==> config.mk <==
export PLATFORM = sky130hd
export DESIGN_NAME = cat_text_stream_filter_core
export DESIGN_NICKNAME = d
export VERILOG_FILES = /design/src/stfl_pkg.sv /design/src/cat_text_stream_filter_core.sv /design/src/stfl_front.sv /design/src/stfl_queue.sv /design/src/stfl_back.sv
export SDC_FILE = /design/constraint.sdc
export NUM_CORES = 1
export LEC_CHECK = 0
export BUFFER_PORTS_ARGS = -buffer_cell sky130_fd_sc_hd__buf_2
export CORE_ASPECT_RATIO = 1.2
export CORE_MARGIN = 4
export CORE_UTILIZATION = 35
export CTS_BUF_LIST = sky130_fd_sc_hd__clkbuf_4 sky130_fd_sc_hd__clkbuf_8
export DETAILED_ROUTE_END_ITERATION = 10
export MAX_ROUTING_LAYER = met4
export PLACE_DENSITY_LB_ADDON = 0.05
export SYNTH_ARGS = -nofsm -noshare
export SYNTH_HDL_FRONTEND = slang
export SYNTH_SLANG_ARGS = --single-unit
==> constraint.sdc <==
create_clock -name clock -period 7.5 [get_ports clock]
set_clock_uncertainty 0.05 [all_clocks]
set_input_delay 0.375 -clock clock [delete_from_list [all_inputs] [get_ports clock]]
set_output_delay 0.375 -clock clock [all_outputs]
set_load 0.02 [all_outputs]
==> src/stfl_pkg.sv <==
`default_nettype none

package stfl_pkg;

   // Line number width in decimal digits (top level default)
   localparam int NUMBER_DIGITS_DEF = 6;
   // Output bytes kept per input byte; later ones are dropped
   localparam int MAX_RESULTS       = 8;
   // Front-to-back job queue depth
   localparam int QUEUE_DEPTH       = 4;
   // Longest character expansion: M-^X
   localparam int TAIL_BYTES        = 4;

   localparam logic [3:0] MODE_PLAIN        = 4'd0;
   localparam logic [3:0] MODE_NUM_NONBLANK = 4'd1;
   localparam logic [3:0] MODE_ENDS         = 4'd2;
   localparam logic [3:0] MODE_ENDS_VIS     = 4'd3;
   localparam logic [3:0] MODE_VIS          = 4'd4;
   localparam logic [3:0] MODE_NUM_ALL      = 4'd5;
   localparam logic [3:0] MODE_SQUEEZE      = 4'd6;
   localparam logic [3:0] MODE_TABS         = 4'd7;
   localparam logic [3:0] MODE_TABS_VIS     = 4'd8;

   localparam logic [7:0] CH_TAB    = 8'h09;
   localparam logic [7:0] CH_NL     = 8'h0A;
   localparam logic [7:0] CH_SPACE  = 8'h20;
   localparam logic [7:0] CH_DOLLAR = 8'h24;
   localparam logic [7:0] CH_DASH   = 8'h2D;
   localparam logic [7:0] CH_ZERO   = 8'h30;
   localparam logic [7:0] CH_QUEST  = 8'h3F;
   localparam logic [7:0] CH_UPPER_I = 8'h49;
   localparam logic [7:0] CH_UPPER_M = 8'h4D;
   localparam logic [7:0] CH_CARET  = 8'h5E;
   localparam logic [7:0] CH_DEL    = 8'h7F;

   // Character part of one job: up to four bytes sent in order, cnt is 1..4
   typedef struct packed {
      logic [TAIL_BYTES-1:0][7:0] bytes;
      logic [2:0]                 cnt;
   } tail_type;

endpackage

`default_nettype wire

==> src/cat_text_stream_filter_core.sv <==
// Path: a byte transferred at one clock edge is registered in the job queue,
//   and its first output byte is then registered in the output register.
// Rate: one input byte per cycle while each expands to one output byte and
//   rsp_stall is low; an N-byte expansion holds the output side until all N are sent.
// Reset (synchronous, active high): mode plain, line number 1, line start set.
`default_nettype none

module cat_text_stream_filter_core import stfl_pkg::*; #(
   parameter int NUMBER_DIGITS = NUMBER_DIGITS_DEF,
   parameter int QUEUE_SLOTS   = QUEUE_DEPTH
) (
   input  wire logic       clock,
   input  wire logic       reset,
   // configuration: filter_mode
   input  wire logic       csr_wr_en,
   input  wire logic [3:0] csr_wr_data,
   // input byte channel
   input  wire logic       req_valid,
   output logic            req_stall,
   input  wire logic [7:0] req_in_byte,
   // output byte channel
   output logic            rsp_valid,
   input  wire logic       rsp_stall,
   output logic [7:0]      rsp_out_byte,
   output logic            rsp_run_last
);

   localparam int BCD_W  = 4 * NUMBER_DIGITS;
   localparam int TAIL_W = $bits(tail_type);
   localparam int JOB_W  = 1 + BCD_W + TAIL_W;

   // Front side: classify each byte and update line state at transfer time
   logic             push;
   logic             push_num_en;
   logic [BCD_W-1:0] push_bcd;
   tail_type         push_tail;

   // Job queue between the two sides
   logic             queue_full;
   logic             head_valid;
   logic [JOB_W-1:0] head_data;
   logic             pop;

   // Back side view of the queue head
   logic             head_num_en;
   logic [BCD_W-1:0] head_bcd;
   tail_type         head_tail;

   // Hold the input only when the job queue has no free slot; the back side
   // drains it independently of the front side.
   assign req_stall = queue_full;

   stfl_front #(
      .NUMBER_DIGITS (NUMBER_DIGITS)
   ) u_front (
      .clock       (clock),
      .reset       (reset),
      .csr_wr_en   (csr_wr_en),
      .csr_wr_data (csr_wr_data),
      .req_valid   (req_valid),
      .req_in_byte (req_in_byte),
      .queue_full  (queue_full),
      .push        (push),
      .push_num_en (push_num_en),
      .push_bcd    (push_bcd),
      .push_tail   (push_tail)
   );

   // A job carries the number flag, the line number snapshot taken before
   // advancing it, and the character expansion.
   stfl_queue #(
      .WIDTH (JOB_W),
      .DEPTH (QUEUE_SLOTS)
   ) u_queue (
      .clock      (clock),
      .reset      (reset),
      .push       (push),
      .push_data  ({push_num_en, push_bcd, push_tail}),
      .pop        (pop),
      .full       (queue_full),
      .head_valid (head_valid),
      .head_data  (head_data)
   );

   assign head_num_en = head_data[JOB_W-1];
   assign head_bcd    = head_data[TAIL_W +: BCD_W];
   assign head_tail   = head_data[TAIL_W-1:0];

   // Back side: walk the job one output byte per transfer, mark the last
   stfl_back #(
      .NUMBER_DIGITS (NUMBER_DIGITS)
   ) u_back (
      .clock        (clock),
      .reset        (reset),
      .head_valid   (head_valid),
      .head_num_en  (head_num_en),
      .head_bcd     (head_bcd),
      .head_tail    (head_tail),
      .pop          (pop),
      .rsp_valid    (rsp_valid),
      .rsp_stall    (rsp_stall),
      .rsp_out_byte (rsp_out_byte),
      .rsp_run_last (rsp_run_last)
   );

endmodule

`default_nettype wire

==> src/stfl_front.sv <==
`default_nettype none

module stfl_front import stfl_pkg::*; #(
   parameter int NUMBER_DIGITS = NUMBER_DIGITS_DEF
) (
   input  wire logic                       clock,
   input  wire logic                       reset,
   input  wire logic                       csr_wr_en,
   input  wire logic [3:0]                 csr_wr_data,
   input  wire logic                       req_valid,
   input  wire logic [7:0]                 req_in_byte,
   input  wire logic                       queue_full,
   output logic                            push,
   output logic                            push_num_en,
   output logic [4*NUMBER_DIGITS-1:0]      push_bcd,
   output tail_type                        push_tail
);

   localparam int BCD_W = 4 * NUMBER_DIGITS;

   logic [3:0]       mode_ff;
   logic [BCD_W-1:0] bcd_ff, bcd_in;
   logic             at_start_ff, at_start_in;
   logic [1:0]       nl_run_ff, nl_run_in;

   logic     accept;
   logic     is_nl;
   logic     num_en;
   logic     keep;
   tail_type tail;

   function automatic tail_type one_byte(input logic [7:0] a);
      tail_type t;
      t          = '0;
      t.bytes[0] = a;
      t.cnt      = 3'd1;
      return t;
   endfunction

   function automatic tail_type two_bytes(input logic [7:0] a, input logic [7:0] b);
      tail_type t;
      t          = '0;
      t.bytes[0] = a;
      t.bytes[1] = b;
      t.cnt      = 3'd2;
      return t;
   endfunction

   // Caret / M- notation; ends puts $ before newline, tabs shows tab as ^I
   function automatic tail_type vis_tail(input logic [7:0] c, input logic ends,
                                         input logic tabs);
      tail_type   t;
      logic [7:0] lo;
      t  = '0;
      lo = {1'b0, c[6:0]};
      if (c[7]) begin
         t.bytes[0] = CH_UPPER_M;
         t.bytes[1] = CH_DASH;
         if (lo < 8'd32) begin
            t.bytes[2] = CH_CARET;
            t.bytes[3] = lo + 8'd64;
            t.cnt      = 3'd4;
         end else if (lo == CH_DEL) begin
            t.bytes[2] = CH_CARET;
            t.bytes[3] = CH_QUEST;
            t.cnt      = 3'd4;
         end else begin
            t.bytes[2] = lo;
            t.cnt      = 3'd3;
         end
      end else if (c >= 8'd32 && c <= 8'd126) begin
         t = one_byte(c);
      end else if (c == CH_DEL) begin
         t = two_bytes(CH_CARET, CH_QUEST);
      end else if (c == CH_TAB) begin
         t = tabs ? two_bytes(CH_CARET, CH_UPPER_I) : one_byte(c);
      end else if (c == CH_NL) begin
         t = ends ? two_bytes(CH_DOLLAR, c) : one_byte(c);
      end else begin
         t = two_bytes(CH_CARET, c + 8'd64);
      end
      return t;
   endfunction

   // Saturating decimal increment
   function automatic logic [BCD_W-1:0] bcd_inc(input logic [BCD_W-1:0] v);
      logic [BCD_W-1:0] r;
      logic             carry;
      logic             all9;
      logic [3:0]       d;
      r     = v;
      all9  = 1'b1;
      carry = 1'b1;
      for (int i = 0; i < NUMBER_DIGITS; i++) begin
         d = v[4*i +: 4];
         if (d != 4'd9) all9 = 1'b0;
         if (carry) begin
            if (d >= 4'd9) begin
               r[4*i +: 4] = 4'd0;
            end else begin
               r[4*i +: 4] = d + 4'd1;
               carry       = 1'b0;
            end
         end
      end
      return all9 ? v : r;
   endfunction

   function automatic logic bcd_ok(input logic [BCD_W-1:0] v);
      logic ok;
      ok = 1'b1;
      for (int i = 0; i < NUMBER_DIGITS; i++) begin
         if (v[4*i +: 4] > 4'd9) ok = 1'b0;
      end
      return ok;
   endfunction

   always_comb begin
      is_nl  = (req_in_byte == CH_NL);
      tail   = one_byte(req_in_byte);
      num_en = 1'b0;
      keep   = 1'b1;
      case (mode_ff)
         MODE_NUM_NONBLANK: begin
            num_en = at_start_ff && !is_nl;
         end
         MODE_ENDS: begin
            if (is_nl) tail = two_bytes(CH_DOLLAR, req_in_byte);
         end
         MODE_ENDS_VIS: begin
            tail = vis_tail(req_in_byte, 1'b1, 1'b0);
         end
         MODE_VIS: begin
            tail = vis_tail(req_in_byte, 1'b0, 1'b0);
         end
         MODE_NUM_ALL: begin
            num_en = at_start_ff;
         end
         MODE_SQUEEZE: begin
            // drop every newline after the second in a row
            keep = !(is_nl && nl_run_ff == 2'd2);
         end
         MODE_TABS: begin
            if (req_in_byte == CH_TAB) tail = two_bytes(CH_CARET, CH_UPPER_I);
         end
         MODE_TABS_VIS: begin
            tail = vis_tail(req_in_byte, 1'b0, 1'b1);
         end
         default: begin
            tail = one_byte(req_in_byte);
         end
      endcase

      accept = req_valid && !queue_full;
      push   = accept && keep;

      at_start_in = at_start_ff;
      nl_run_in   = nl_run_ff;
      bcd_in      = bcd_ff;
      if (accept) begin
         at_start_in = is_nl;
         if (is_nl) begin
            nl_run_in = (nl_run_ff == 2'd2) ? 2'd2 : nl_run_ff + 2'd1;
         end else begin
            nl_run_in = 2'd0;
         end
         if (num_en) bcd_in = bcd_inc(bcd_ff);
      end
   end

   assign push_num_en = num_en;
   assign push_bcd    = bcd_ff;
   assign push_tail   = tail;

   always_ff @(posedge clock) begin
      if (reset) begin
         mode_ff     <= MODE_PLAIN;
         bcd_ff      <= BCD_W'(1);
         at_start_ff <= 1'b1;
         nl_run_ff   <= 2'd1;
      end else begin
         if (csr_wr_en) mode_ff <= csr_wr_data;
         bcd_ff      <= bcd_in;
         at_start_ff <= at_start_in;
         nl_run_ff   <= nl_run_in;
      end
   end

   a_bcd_digits: assert property (@(posedge clock) disable iff (reset)
      bcd_ok(bcd_ff))
      else $error("line number holds a non-decimal digit");

   a_squeeze_drop: assert property (@(posedge clock) disable iff (reset)
      (accept && mode_ff == MODE_SQUEEZE && is_nl && nl_run_ff == 2'd2) |-> !push)
      else $error("squeezed newline was queued");

   a_run_range: assert property (@(posedge clock) disable iff (reset)
      nl_run_ff != 2'd3)
      else $error("newline run count out of range");

endmodule

`default_nettype wire

==> src/stfl_queue.sv <==
`default_nettype none

module stfl_queue import stfl_pkg::*; #(
   parameter int WIDTH = 8,
   parameter int DEPTH = QUEUE_DEPTH
) (
   input  wire logic             clock,
   input  wire logic             reset,
   input  wire logic             push,
   input  wire logic [WIDTH-1:0] push_data,
   input  wire logic             pop,
   output logic                  full,
   output logic                  head_valid,
   output logic [WIDTH-1:0]      head_data
);

   localparam int PTR_W = (DEPTH > 1) ? $clog2(DEPTH) : 1;
   localparam int CNT_W = $clog2(DEPTH + 1);

   logic [WIDTH-1:0] entry_ff [DEPTH];
   logic [PTR_W-1:0] wr_ptr_ff, wr_ptr_in;
   logic [PTR_W-1:0] rd_ptr_ff, rd_ptr_in;
   logic [CNT_W-1:0] count_ff, count_in;

   function automatic logic [PTR_W-1:0] wrap_inc(input logic [PTR_W-1:0] p);
      return (p == PTR_W'(DEPTH - 1)) ? '0 : p + PTR_W'(1);
   endfunction

   always_comb begin
      wr_ptr_in = push ? wrap_inc(wr_ptr_ff) : wr_ptr_ff;
      rd_ptr_in = pop ? wrap_inc(rd_ptr_ff) : rd_ptr_ff;
      count_in  = count_ff;
      if (push && !pop) count_in = count_ff + CNT_W'(1);
      if (pop && !push) count_in = count_ff - CNT_W'(1);
   end

   assign full       = (count_ff == CNT_W'(DEPTH));
   assign head_valid = (count_ff != '0);
   assign head_data  = entry_ff[rd_ptr_ff];

   always_ff @(posedge clock) begin
      if (push) entry_ff[wr_ptr_ff] <= push_data;
   end

   always_ff @(posedge clock) begin
      if (reset) begin
         wr_ptr_ff <= '0;
         rd_ptr_ff <= '0;
         count_ff  <= '0;
      end else begin
         wr_ptr_ff <= wr_ptr_in;
         rd_ptr_ff <= rd_ptr_in;
         count_ff  <= count_in;
      end
   end

   a_no_overflow: assert property (@(posedge clock) disable iff (reset)
      !(push && full))
      else $error("job queue written while full");

   a_no_underflow: assert property (@(posedge clock) disable iff (reset)
      !(pop && !head_valid))
      else $error("job queue read while empty");

endmodule

`default_nettype wire

==> src/stfl_back.sv <==
`default_nettype none

module stfl_back import stfl_pkg::*; #(
   parameter int NUMBER_DIGITS = NUMBER_DIGITS_DEF
) (
   input  wire logic                       clock,
   input  wire logic                       reset,
   input  wire logic                       head_valid,
   input  wire logic                       head_num_en,
   input  wire logic [4*NUMBER_DIGITS-1:0] head_bcd,
   input  wire tail_type                   head_tail,
   output logic                            pop,
   output logic                            rsp_valid,
   input  wire logic                       rsp_stall,
   output logic [7:0]                      rsp_out_byte,
   output logic                            rsp_run_last
);

   localparam logic [4:0] NUM_DIG = 5'(NUMBER_DIGITS);
   localparam logic [4:0] NUM_LEN = 5'(NUMBER_DIGITS + 1);
   localparam logic [4:0] CAP     = 5'(MAX_RESULTS);
   localparam int         POS_W   = $clog2(MAX_RESULTS);

   logic [POS_W-1:0] pos_ff, pos_in;
   logic             rsp_valid_ff, rsp_valid_in;
   logic [7:0]       rsp_byte_ff, rsp_byte_in;
   logic             rsp_last_ff, rsp_last_in;

   logic                     load;
   logic [4:0]               pos5;
   logic [4:0]               total;
   logic [4:0]               limit;
   logic                     is_last;
   logic [NUMBER_DIGITS-1:0] lead;
   logic                     zero_run;
   logic [3:0]               sel_digit;
   logic                     sel_lead;
   logic [4:0]               tail_pos;
   logic [7:0]               next_byte;

   always_comb begin
      // output register is free or drains this cycle
      load = !rsp_valid_ff || !rsp_stall;
      pos5 = 5'(pos_ff);

      total   = head_num_en ? NUM_LEN + {2'b00, head_tail.cnt} : {2'b00, head_tail.cnt};
      limit   = (total > CAP) ? CAP : total;
      is_last = (pos5 + 5'd1 == limit);

      // blank out leading zeros, most significant digit first
      zero_run = 1'b1;
      for (int j = 0; j < NUMBER_DIGITS; j++) begin
         zero_run = zero_run && (head_bcd[4*(NUMBER_DIGITS-1-j) +: 4] == 4'd0);
         lead[j]  = zero_run && (j != NUMBER_DIGITS - 1);
      end

      sel_digit = 4'd0;
      sel_lead  = 1'b0;
      for (int j = 0; j < NUMBER_DIGITS; j++) begin
         if (pos5 == 5'(j)) begin
            sel_digit = head_bcd[4*(NUMBER_DIGITS-1-j) +: 4];
            sel_lead  = lead[j];
         end
      end

      tail_pos = head_num_en ? pos5 - NUM_LEN : pos5;

      if (head_num_en && pos5 < NUM_DIG) begin
         next_byte = sel_lead ? CH_SPACE : CH_ZERO + {4'b0000, sel_digit};
      end else if (head_num_en && pos5 == NUM_DIG) begin
         next_byte = CH_TAB;
      end else begin
         next_byte = head_tail.bytes[tail_pos[1:0]];
      end

      pop          = head_valid && load && is_last;
      pos_in       = pos_ff;
      rsp_valid_in = rsp_valid_ff;
      rsp_byte_in  = rsp_byte_ff;
      rsp_last_in  = rsp_last_ff;
      if (load) begin
         rsp_valid_in = head_valid;
         if (head_valid) begin
            rsp_byte_in = next_byte;
            rsp_last_in = is_last;
            pos_in      = is_last ? '0 : pos_ff + POS_W'(1);
         end
      end
   end

   always_ff @(posedge clock) begin
      if (reset) begin
         pos_ff       <= '0;
         rsp_valid_ff <= 1'b0;
      end else begin
         pos_ff       <= pos_in;
         rsp_valid_ff <= rsp_valid_in;
      end
   end

   always_ff @(posedge clock) begin
      rsp_byte_ff <= rsp_byte_in;
      rsp_last_ff <= rsp_last_in;
   end

   assign rsp_valid    = rsp_valid_ff;
   assign rsp_out_byte = rsp_byte_ff;
   assign rsp_run_last = rsp_last_ff;

   a_pop_on_load: assert property (@(posedge clock) disable iff (reset)
      pop |=> (rsp_valid_ff && rsp_last_ff && pos_ff == '0))
      else $error("job retired without its last byte in the output register");

   a_pos_advance: assert property (@(posedge clock) disable iff (reset)
      (head_valid && load && !is_last) |=> (pos_ff == $past(pos_ff) + POS_W'(1)))
      else $error("expansion position did not advance");

endmodule

`default_nettype wire
# After elaboration in Yosys (flattened, before gate mapping)
# Memory sizes are Yosys's and may differ from the RTL's. A register that Yosys moved wholly into a read port is not among the register bits.
# Cells that the tools add are included.
# totals
register_bits	51
ramBits	240
output_inout_bits	11
memories	1
# memory_table
memory	depth	width	read_ports	rd_clocked_by_memory_dff	write_ports	line	text
u_queue.entry_ff	4	60	1	1	1	stfl_queue.sv:20	logic [WIDTH-1:0] entry_ff [DEPTH];
# op_classes
add_sub_neg	18
magnitude_cmp	12
eq_ne	29
n_mux	88
bitwise_logic	1
n_reduce_logical	38
# ops
cell	count
35-bit 2-to-1 mux	11
35-bit one-hot mux with 5 select lines	1
19-bit 2-to-1 mux	4
4-bit 2-to-1 mux	12
1-bit 2-to-1 mux	36
8-bit 2-to-1 mux	4
4-bit by 1-bit adder with 4-bit output (second input constant)	6
4-bit >= comparator (second input constant)	6
4-bit != test (second input constant)	6
4-bit logical NOT	5
4-bit AND reduction	5
18-bit 2-to-1 mux	1
8-bit binary-select mux with 2-bit select	1
4-bit by 3-bit equality test with 1-bit output (second input constant)	4
8-bit by 4-bit equality test with 1-bit output (second input constant)	2
16-bit 2-to-1 mux	1
1-bit logical AND	15
3-bit 2-to-1 mux	5
2-bit 2-to-1 mux	7
3-bit equality test (second input constant)	4
5-bit 2-to-1 mux	2
7-bit by 7-bit adder with 8-bit output (second input constant)	1
8-bit by 7-bit adder with 8-bit output (second input constant)	1
4-bit by 2-bit equality test with 1-bit output (second input constant)	2
other kinds (32)	44

# Depth between registers and ports, before layout
# Gate-level depths: netlist (run 1).
# depth
word_depth	19
mapped_depth	15

# Modules after synthesis
# A second synthesis (run 1) with hierarchy kept.
# unflattened
cells_unflattened	939
hier_area_um2	13635.6
# modules_own_cells
module	n_inst	cells_each	area_each_um2
stfl_queue	1	358	9163.8
stfl_front	1	394	2939.1
stfl_back	1	187	1532.7

# Worst setup path after synthesis (run 1)
# Ideal clock, no wire load.
# synth_path
path_type	input to register
startpoint	input port req_in_byte[7]
endpoint	memory u_queue.entry_ff[0][0] (netlist bit), enable pin
setup_time_ns	0.423
arrival_time_ns	3.508
t_required_ns	7.027
slack_ns	3.519
cell_stages	9
path_cell_list	clkinv_1 -> ha_1 -> nor2b_1 -> clkbuf_1 -> and3_1 -> nand3b_1 -> inv_1 -> a41oi_1 -> and2_1
# synth_via
elab_chain_len	7
# synth_lines
item	line	text
from (decl)	cat_text_stream_filter_core.sv:20	input wire logic [7:0] req_in_byte,
8-bit by 4-bit equality test with 1-bit output	stfl_front.sv:119	is_nl = (req_in_byte == CH_NL);
via u_front.is_nl	stfl_front.sv:27	logic is_nl;
1-bit logical AND	stfl_front.sv:141	keep = !(is_nl && nl_run_ff == 2'd2);
1-bit logical NOT	stfl_front.sv:141	
1-bit 2-to-1 mux	stfl_front.sv:123	case (mode_ff)
1-bit logical AND	stfl_front.sv:155	push = accept && keep;
1-bit 2-to-1 mux	stfl_queue.sv:42	if (push) entry_ff[wr_ptr_ff] <= push_data;
1-bit 2-to-1 mux (not written as such)	stfl_queue.sv:42	
to (decl)	stfl_queue.sv:20	
# The timed path passes the listed nets, and every way through them passes these cells.

==> summary.txt, run 1 <==
Num rows: 78
Clk root buf: clkbuf_8
Port Buffers: 27
Largest net degree at the start of global routing: 60
Post-Place Cells: 1482
CTS tree: yes
Core Region: 0.03777 sq mm
Most used cell, CP: xor2_1
Worst EP arrival: 4.69 ns
Post-synthesis sequential area ratio: 61.56%
Fin Setup TNS: 0 ns
Die Ht: 222.2 um
CTS Hold Bufs: 5
Finish-stage setup viols: 0
Die X: 186.5 um
Synthesized flop and latch total: 289
Via Count: 8478
Drt wl/cell: 22.44 um
DRC viols: 0
Global placement routability congestion: 0.8654
Measured slew at the worst slew-check pin: 1.041 ns
Number of CTS-inserted buffers: 50
Die Footprint: 0.04144 sq mm
Layout cells sized above 1: 16.73%
Cell family with most CP delay: multiplexers
Synthesized area: 0.01338 sq mm
Post-synth EDFFs: 245
First-pass GRT wire length: 54.59 mm
Post-Syn Instances: 1012
Htree depth: 2
Synth async-reset ratio: 0%
CTS resizes: 0
Critical Path Max Stage Delay: 0.91 ns
Worst Path Buf+Inv: 1
Layout net count: 1115
Clock transition at the registers of the reported paths: 0.06 ns
Fin crit period: 4.233 ns
Routed wire length: 35.47 mm
Yosys warnings: 0
Dpl hpwl: 22.77 mm
Slowest stage cell, crit path: dfxtp_2
Number of max-cap violations: 0
Setup Fix Bufs, Post-CTS: 0
Clock Path Buffers: 3
Initial DRC count: 455
CP Capture Type: register
Antenna Nets Post-Route: 0
Number of hold violations in the final report: 0
Via density: 5.362
Worst-path fanout max: 35
Pwr dens: 306.6 mW/mm^2
Yosys cell types: 75
GRT Util Overall: 17.63%
Setup crit start kind: register
Slew Limit Headroom: 29.71%
VDD IR max: 0.1159 mV
Worst min path class: input port to register
Outcome: complete, no violations
Layout area overhead: 12.62%
RSZ-0062 raised after global routing: no
Initial DRT Pass Iterations: 5
GRT overflow: 0
I/O pin count: 28
Ys flop type: edfxtp_1
Vias in the first global route: 8759
Final Max Slew Viols: 0
Critical-path cell list: mux2i_1 > mux2_2 > a22oi_2 > xor2_1 > nor4b_4 > and2_4 > ha_1 > inv_1 > fa_1 > xor2_1 > or3_1 > a21oi_1
Worst skew pair latency: 0.60 ns
Synth Area per Inst: 13.22 sq um
Initial antenna violation count: 0
Finished Layout Cells: 1581
Crit Path Class: register to register
Worst Path Required: 7.96 ns
Fmax: 0.2362 GHz
Leakage: 5.287 nW
Clock sink count: 289
Post-route clock period utilization: 56.44%
Initial Utilization: 35.43%
[flip-flops by register name (all words and copies together) (netlist names), 3 cells and up, named ones only]
register,cells
u_back.pos_ff,3
u_back.rsp_out_byte,8
u_front.mode_ff,4
u_front.push_bcd,24
u_queue.count_ff,3
u_queue.entry_ff,236
[synthesized netlist by cell type, types with 12 or more instances]
| library cell | n | area, sq um |
|---|---|---|
| mux4_2 | 39 | 878.3 |
| inv_1 | 44 | 165.2 |
| a31oi_1 | 16 | 100.1 |
| buf_2 | 12 | 60.06 |
| a21oi_1 | 60 | 300.3 |
| ha_1 | 38 | 475.5 |
| nor3_1 | 22 | 110.1 |
| nor2b_1 | 19 | 118.9 |
| nor2_1 | 73 | 274.0 |
| and2_1 | 15 | 93.84 |
| clkbuf_1 | 29 | 108.9 |
| mux2i_1 | 26 | 260.3 |
| o21ai_0 | 41 | 205.2 |
| edfxtp_1 | 245 | 7357 |
| dfxtp_1 | 44 | 880.8 |
| nand3_1 | 27 | 135.1 |
| o31ai_1 | 12 | 90.09 |
| nand2_1 | 71 | 266.5 |
[per-layer routing]
| metal | up-vias | part of all wire [%] | track usage (%) |
|---|---|---|---|
| met3 | 73 | 3.8 | 3.127 |
| met4 | 0 | 2.8 | 5.846 |
| met5 | - | 0 | - |
| met1 | 4220 | 42 | 20.78 |
| li1 | 4004 | - | - |
| met2 | 181 | 52 | 30.75 |
[final timing paths]
| path | slack, ns | end | from | cells after the start |
|---|---|---|---|---|
| worst max-delay path | 3.27 | u_queue.count_ff[2] | register | 12 |
| worst min-delay path | 0.08 | u_front.mode_ff[2] | csr_wr_en | 3 |
| worst max register to register | 3.27 | u_queue.count_ff[2] | register | 12 |
| worst min register to register | 0.41 | u_front.at_start_ff | u_front.at_start_ff | 1 |
[tightest hold or removal path, delay by kind of cell]
family | cells | cell delay, ns
AND/OR/NAND/NOR | 1 | 0.07
buffers and inverters | 1 | 0.14
multiplexers | 1 | 0.08
[power breakdown]
group | internal, mW | total, mW | leakage (nW) | switching (mW)
combinational | 0.435 | 1.15 | 1.96 | 0.720
sequential | 1.91 | 1.99 | 2.77 | 0.0818
clock | 0.833 | 1.48 | 0.557 | 0.643
total | 3.18 | 4.62 | 5.29 | 1.44
[layout by cell type, fill, tap and decap left out, types with 38 or more instances in the layout]
cell,netlist,layout
inv_1,44,44
edfxtp_1,245,245
mux4_2,39,39
clkbuf_8,0,54
o21ai_0,41,41
nand2_1,71,71
nor2_1,73,73
ha_1,38,38
dfxtp_1,44,42
a21oi_1,60,60
[stage by stage]
step	setup WS [ns]	area, sq um	utilization [%]	power (mW)	hold slack (ns)
after floorplan	3.519	13390	-	2.817	0.3858
after global placement	3.299	13980	37.03	3.207	0.4004
after detailed placement	3.176	13980	37.03	3.204	0.4015
after CTS	3.208	15070	39.90	4.706	0.04794
after global routing	2.943	15070	39.90	4.879	0.07379
final	3.267	15070	39.90	4.621	0.07950
[cell type report]
class,instances,area [sq um]
fill,3585,22700
sequential,289,8243
multi-input combinational,634,4788
clock buffer,74,893.4
tap,480,600.6
timing repair buffer,38,230.2
inverter,46,172.7
clock inverter,19,140.1
antenna,1,2.502
[cells by family after synthesis]
| kind of cell | count (synthesis) | share of synthesized area [%] |
|---|---|---|
| flip-flops | 289 | 61.56 |
| AND/OR/NAND/NOR | 285 | 10.85 |
| AO/OA/AOI/OAI | 221 | 10.72 |
| buffers and inverters | 92 | 2.805 |
| multiplexers | 75 | 9.481 |
| adder cells (fa/ha/maj) | 39 | 3.703 |
| XOR/XNOR | 10 | 0.8509 |
| other | 1 | 0.02802 |
No activity file was read; power rests on OpenSTA's default activity.
==> run 2: changes to the inputs <==
==> constraint.sdc (replaced) <==
create_clock -name clock -period 4.3 [get_ports clock]
set_clock_uncertainty 0.05 [all_clocks]
set_input_delay 0.215 -clock clock [delete_from_list [all_inputs] [get_ports clock]]
set_output_delay 0.215 -clock clock [all_outputs]
set_load 0.02 [all_outputs]
==> run 2 against run 1 <==
Effect of this change: maximum frequency grew 14%; combinational power increased by 86%; sequential share of layout area down 0.81 points; cell count rose by 1.5%; global-route usage rose by 0.14 points; core utilization rose by 0.60 points; largest power group unchanged; sequential cell count did not move; die area unchanged.
==> summary.txt, run 2 (synthesis gave the netlist of run 1 again) <==
Initial Utilization: 35.43% (unchanged)
Antenna Nets Post-Route: 0 (unchanged)
Number of max-cap violations: 0 (unchanged)
Layout area overhead: 14.32%
Port Buffers: 27 (unchanged)
Slew Limit Headroom: 35.78% (+6.1 points)
Register name with the most flops: u_queue.entry_ff
Clock transition at the registers of the reported paths: 0.06 ns (about the same)
Clock sink count: 289 (unchanged)
Hold_sp: req_in_byte[5]
Measured slew at the worst slew-check pin: 0.9632 ns (-0.07738 ns)
Largest net degree at the start of global routing: 60 (unchanged)
Number of flip-flops in the largest register: 236 (unchanged)
First-pass GRT wire length: 55.41 mm (+1.5%)
Post-Place Cells: 1505 (+1.6%)
Initial DRC count: 488 (+7.3%)
I/O pin count: 28 (unchanged)
Clk root buf: clkbuf_8
Layout net count: 1141 (+2.3%)
Number of hold violations in the final report: 0 (unchanged)
Htree depth: 2 (unchanged)
Finished Layout Cells: 1604 (+1.5%)
Core Region: 0.03777 sq mm (unchanged)
CP Capture Type: register
Layout cells sized above 1: 17.90% (+1.2 points)
Drt wl/cell: 22.28 um (-0.71%)
Setup crit start kind: register
Global placement routability congestion: 0.8770 (+1.3%)
Dpl hpwl: 23.75 mm (+4.3%)
Die X: 186.5 um (unchanged)
GRT Util Overall: 17.77% (+0.14 points)
Worst min path class: input port to register
Clock Path Buffers: 3 (unchanged)
VDD IR max: 0.3688 mV (+220%)
Final Instance Area: 0.01530 sq mm (+1.5%)
Crit Path Class: register to register
Finish-stage setup viols: 0 (unchanged)
Commonest cells after routing, fill and taps aside: edfxtp_1, nor2_1, nand2_1
Post-route clock period utilization: 86.40% (+30 points)
Worst EP arrival: 4.16 ns (-0.53 ns)
Fmax: 0.2692 GHz (+14%)
Die Ht: 222.2 um (unchanged)
Final Max Slew Viols: 0 (unchanged)
Fin Setup TNS: 0 ns (unchanged)
Via Count: 8624 (+1.7%)
Die Footprint: 0.04144 sq mm (unchanged)
Total power: 8.043 mW (+74%)
Vias in the first global route: 9058 (+3.4%)
DRC viols: 0 (unchanged)
Area after DPL: 0.01421 sq mm (+1.6%)
Worst skew pair latency: 0.58 ns (-0.02 ns)
CTS tree: yes
Worst-path fanout max: 6 (-83%)
Leakage: 5.414 nW (+2.4%)
Fin crit period: 3.715 ns (-0.5182 ns)
Initial antenna violation count: 1 (+1)
Initial DRT Pass Iterations: 4 (-1)
RSZ-0062 raised after global routing: no
Pwr dens: 525.8 mW/mm^2 (+71%)
Via density: 5.377 (+0.26%)
Worst Path Required: 4.74 ns (-3.22 ns)
Number of CTS-inserted buffers: 48 (-4.0%)
Outcome: complete, no violations
Fin util: 40.50% (+0.60 points)
GRT overflow: 0 (unchanged)
Routed wire length: 35.74 mm (+0.74%)
Num rows: 78 (unchanged)
Commonest non-fill, non-tap cell in the layout: edfxtp_1
## run 2: cell count changes in the layout (fill, tap and decap cells not counted), sizes merged
cell         before  now
buf              33   56
bufinv            2    1
clkbuf           74   78
clkinv           17    9
clkinvlp          1    0
dlygate4sd3       5   10
inv              45   46
## run 2: final timing paths
path                             endpoint  slack (ns)  cells after the start
setup / recovery      u_queue.count_ff[2]        0.58                     13
setup reg to reg      u_queue.count_ff[2]        0.58                     13
hold / removal    u_queue.entry_ff[3][24]        0.08                      3
hold reg to reg          u_back.rsp_valid        0.42                      2
## run 2: cell type report
type | count | area, sq um
Clock buffer | 78 | 917.1
Multi-Input combinational cell | 634 | 4788
Timing Repair Buffer | 66 | 503.0
Antenna cell | 1 | 2.502
Sequential cell | 289 | 8243
Tap cell | 480 | 600.6
Inverter | 46 | 172.7
Fill cell | 3597 | 22470
Clock inverter | 10 | 70.07
## run 2: metal layers
layer / vias to the layer above / part of all wire, % / global-route usage (%)
li1: 4056 / - / -
met1: 4340 / 42 / 21.02
met2: 151 / 52 / 31.37
met3: 77 / 3.3 / 2.703
met4: 0 / 2.9 / 5.655
met5: - / 0 / -
## run 2: metrics by stage
step / setup WS (ns) / hold WS (ns)
after floorplan: 0.4789 / 0.3098
after global placement: 0.6541 / 0.3978
after detailed placement: 0.6188 / 0.4081
after CTS: 0.5600 / 0.02024
after global routing: 0.3747 / 0.06257
final: 0.5848 / 0.08056
## run 2: repair_timing
item                                   CTS  global route
endpoints found under the hold margin    8             0
resized for setup                        0             0
hold buffers                            10             0
setup buffers                            0             0
## run 2: power by group
part           internal [mW]  switching (mW)  leakage [nW]  total, mW
sequential              3.32          0.0999          2.78       3.42
combinational          0.816            1.32          2.11       2.14
clock                   1.40            1.08         0.530       2.48
## run 2: critical path, cell delays in order (launching register included)
cell	delay (ns)
dfxtp_4	0.40
mux4_1	0.66
inv_1	0.09
ha_1	0.23
and3_1	0.14
a211oi_1	0.25
nor4b_4	0.30
and2_4	0.22
ha_1	0.18
inv_1	0.07
fa_1	0.42
xor2_1	0.16
or3_1	0.30
a21oi_1	0.14
==> run 3: changes to the inputs <==
--- a/config.mk
+++ b/config.mk
@@ -9,7 +9,7 @@
 export CORE_ASPECT_RATIO = 1.2
 export CORE_MARGIN = 4
 export CORE_UTILIZATION = 35
-export CTS_BUF_LIST = sky130_fd_sc_hd__clkbuf_4 sky130_fd_sc_hd__clkbuf_8
+export CTS_BUF_LIST = sky130_fd_sc_hd__clkbuf_2
 export DETAILED_ROUTE_END_ITERATION = 10
 export MAX_ROUTING_LAYER = met4
 export PLACE_DENSITY_LB_ADDON = 0.05
==> run 3 against run 2 <==
Effect of this change: via count grew 2.6%; die area is the same; cell count rose by 3.9%; design area is 1.0% lower; hold slack better by 0.23 ns; sequential cell count did not move; critical path depth stayed put; sequential share of layout area grew 0.55 points; worst setup slack lost 0.065 ns; highest routed layer unchanged; global-route usage is 0.15 points higher; wire length grew 0.46%.
==> summary.txt, run 3 (synthesis gave the netlist of run 1 again) <==
Cell family with most CP delay: simple AND/OR/NAND/NOR gates
Die Ht: 222.2 um (unchanged)
Worst Reg-to-Reg Cells: 13 (unchanged)
Final Max Slew Viols: 0 (unchanged)
VDD IR max: 0.1628 mV (-56%)
Antenna Nets Post-Route: 0 (unchanged)
Worst min path class: input port to register
Critical-path cell list: mux4_1 > inv_1 > ha_1 > and3_1 > a211oi_1 > nor4b_4 > and2_4 > ha_1 > inv_1 > fa_1 > xor2_1 > or3_1 > a21oi_1
CTS resizes: 0 (unchanged)
Commonest cells after routing, fill and taps aside: edfxtp_1, clkbuf_2, nor2_1
Setup crit start kind: register
Die Footprint: 0.04144 sq mm (unchanged)
Met2 routed WL: 18.75 mm (+1.1%)
Initial DRC count: 601 (+23%)
Largest net degree at the start of global routing: 60 (unchanged)
Total power: 7.381 mW (-8.2%)
Fmax: 0.2646 GHz (-1.7%)
Clk root buf: clkbuf_2
Outcome: complete, no violations
Htree depth: 3 (+1)
R2R setup slack: 0.52 ns (-0.06 ns)
CTS tree: yes
Worst setup path end: u_queue.count_ff[2]
RSZ-0062 raised after global routing: no
Routed wire length: 35.90 mm (+0.46%)
Pwr dens: 487.4 mW/mm^2 (-7.3%)
Leakage: 5.493 nW (+1.5%)
GRT Util Overall: 17.92% (+0.15 points)
Measured slew at the worst slew-check pin: 0.9765 ns (+0.01329 ns)
Core Region: 0.03777 sq mm (unchanged)
Fillers: 3659 (+1.7%)
Dpl hpwl: 23.75 mm (unchanged)
Initial DRT Pass Iterations: 5 (+1)
Met1 WL: 14.80 mm (-1.3%)
Critical path depth in cells: 13 (unchanged)
Finish-stage setup viols: 0 (unchanged)
Clock Path Buffers: 3 (unchanged)
Worst Path Buf+Inv: 2 (unchanged)
CTS Hold Bufs: 29 (+19)
Worst Path Required: 4.99 ns (+0.25 ns)
CP Capture Type: register
Num rows: 78 (unchanged)
Initial antenna violation count: 2 (+1)
Setup Fix Bufs, Post-CTS: 0 (unchanged)
First-pass GRT wire length: 55.84 mm (+0.78%)
Layout net count: 1189 (+4.2%)
Highest routed layer: met4
Worst R2R End: u_queue.count_ff[2]
Worst EP arrival: 4.47 ns (+0.31 ns)
Global placement routability congestion: 0.8770 (unchanged)
Number of hold violations in the final report: 0 (unchanged)
Via Count: 8847 (+2.6%)
I/O pin count: 28 (unchanged)
Number of max-cap violations: 0 (unchanged)
Final Instance Area: 0.01514 sq mm (-1.0%)
Layout cells sized above 1: 20.44% (+2.5 points)
Fin crit period: 3.780 ns (+0.06477 ns)
Clock transition at the registers of the reported paths: 0.10 ns (+0.04 ns)
Via density: 5.310 (-1.2%)
Area after DPL: 0.01421 sq mm (unchanged)
Slowest stage cell, crit path: mux4_1
Critical Path Max Stage Delay: 0.66 ns (about the same)
Port Buffers: 27 (unchanged)
Worst-path fanout max: 6 (unchanged)
Crit Path Class: register to register
Drt wl/cell: 21.55 um (-3.3%)
Vias in the first global route: 9347 (+3.2%)
DR WL met3: 1.454 mm (+24%)
Register name with the most flops: u_queue.entry_ff
Worst skew pair latency: 0.85 ns (+0.27 ns)
Slew Limit Headroom: 34.90% (-0.89 points)
Clock sink count: 289 (unchanged)
Layout area overhead: 13.17%
Initial Utilization: 35.43% (unchanged)
DRC viols: 0 (unchanged)
Number of flip-flops in the largest register: 236 (unchanged)
Commonest non-fill, non-tap cell in the layout: edfxtp_1
Fin Setup TNS: 0 ns (unchanged)
Post-route clock period utilization: 87.91% (+1.5 points)
Number of CTS-inserted buffers: 77 (+60%)
GRT overflow: 0 (unchanged)
Die X: 186.5 um (unchanged)
-- run 3: layout make-up --
cell class	count	area (sq um)	area share, %
diodes	2	5.005	0.03305
clock inverters	13	55.05	0.3635
flip-flops and latches	289	8243	54.43
clock buffers	117	585.6	3.867
inverters	46	172.7	1.140
well taps	480	600.6	3.966
multi-input cells	634	4788	31.62
repair buffers	85	693.2	4.577
-- run 3: through the flow --
| step | utilization [%] | setup slack (ns) | cells | hold slack (ns) |
|---|---|---|---|---|
| 2_1_floorplan | - | 0.4789 | 1015 | 0.3098 |
| 3_3_place_gp | 37.62 | 0.6541 | 1505 | 0.3978 |
| 3_5_place_dp | 37.62 | 0.6188 | 1505 | 0.4081 |
| 4_1_cts | 40.08 | 0.5139 | 1664 | 0.2018 |
| 5_1_grt | 40.09 | 0.3381 | 1666 | 0.2863 |
| 6_report | 40.09 | 0.5200 | 1666 | 0.3056 |
-- run 3: power by group --
part / total, mW / switching, mW / internal [mW] / leakage (nW)
Combinational: 2.15 / 1.32 / 0.830 / 2.20
Clock: 1.82 / 1.11 / 0.711 / 0.515
Sequential: 3.41 / 0.0971 / 3.32 / 2.78
Total: 7.38 / 2.52 / 4.86 / 5.49
-- run 3: how the worst min path moves through the flow --
| stage | cells past startpoint | start | end |
|---|---|---|---|
| final | 5 | req_valid | u_front.at_start_ff |
| after global routing | 4 | req_valid | u_front.at_start_ff |
| after CTS | 5 | req_valid | u_front.at_start_ff |
| after detailed placement | 3 | csr_wr_data[1] | u_front.mode_ff[1] |
| after global placement | 2 | u_front.nl_run_ff[0] | u_front.nl_run_ff[0] |
| after floorplan | 2 | rsp_stall | u_back.rsp_valid |
-- run 3: metal layers --
| metal | global-route usage, % | vias to the layer above |
|---|---|---|
| met1 | 20.74 | 4402 |
| met4 | 6.084 | 0 |
| met5 | - | - |
| li1 | - | 4204 |
| met2 | 31.39 | 175 |
| met3 | 3.520 | 66 |
-- run 3: worst reg2reg max path: cells and delay by family, from the launching register on --
kind                       cells  cell delay [ns]
buffers and inverters          2             0.16
muxes                          1             0.66
xor gates and xnor gates       1             0.16
DFF                            1             0.41
and+or+nand+nor                4             1.00
adders and majority gates      3             0.83
AOI/OAI and AO/OA              2             0.39
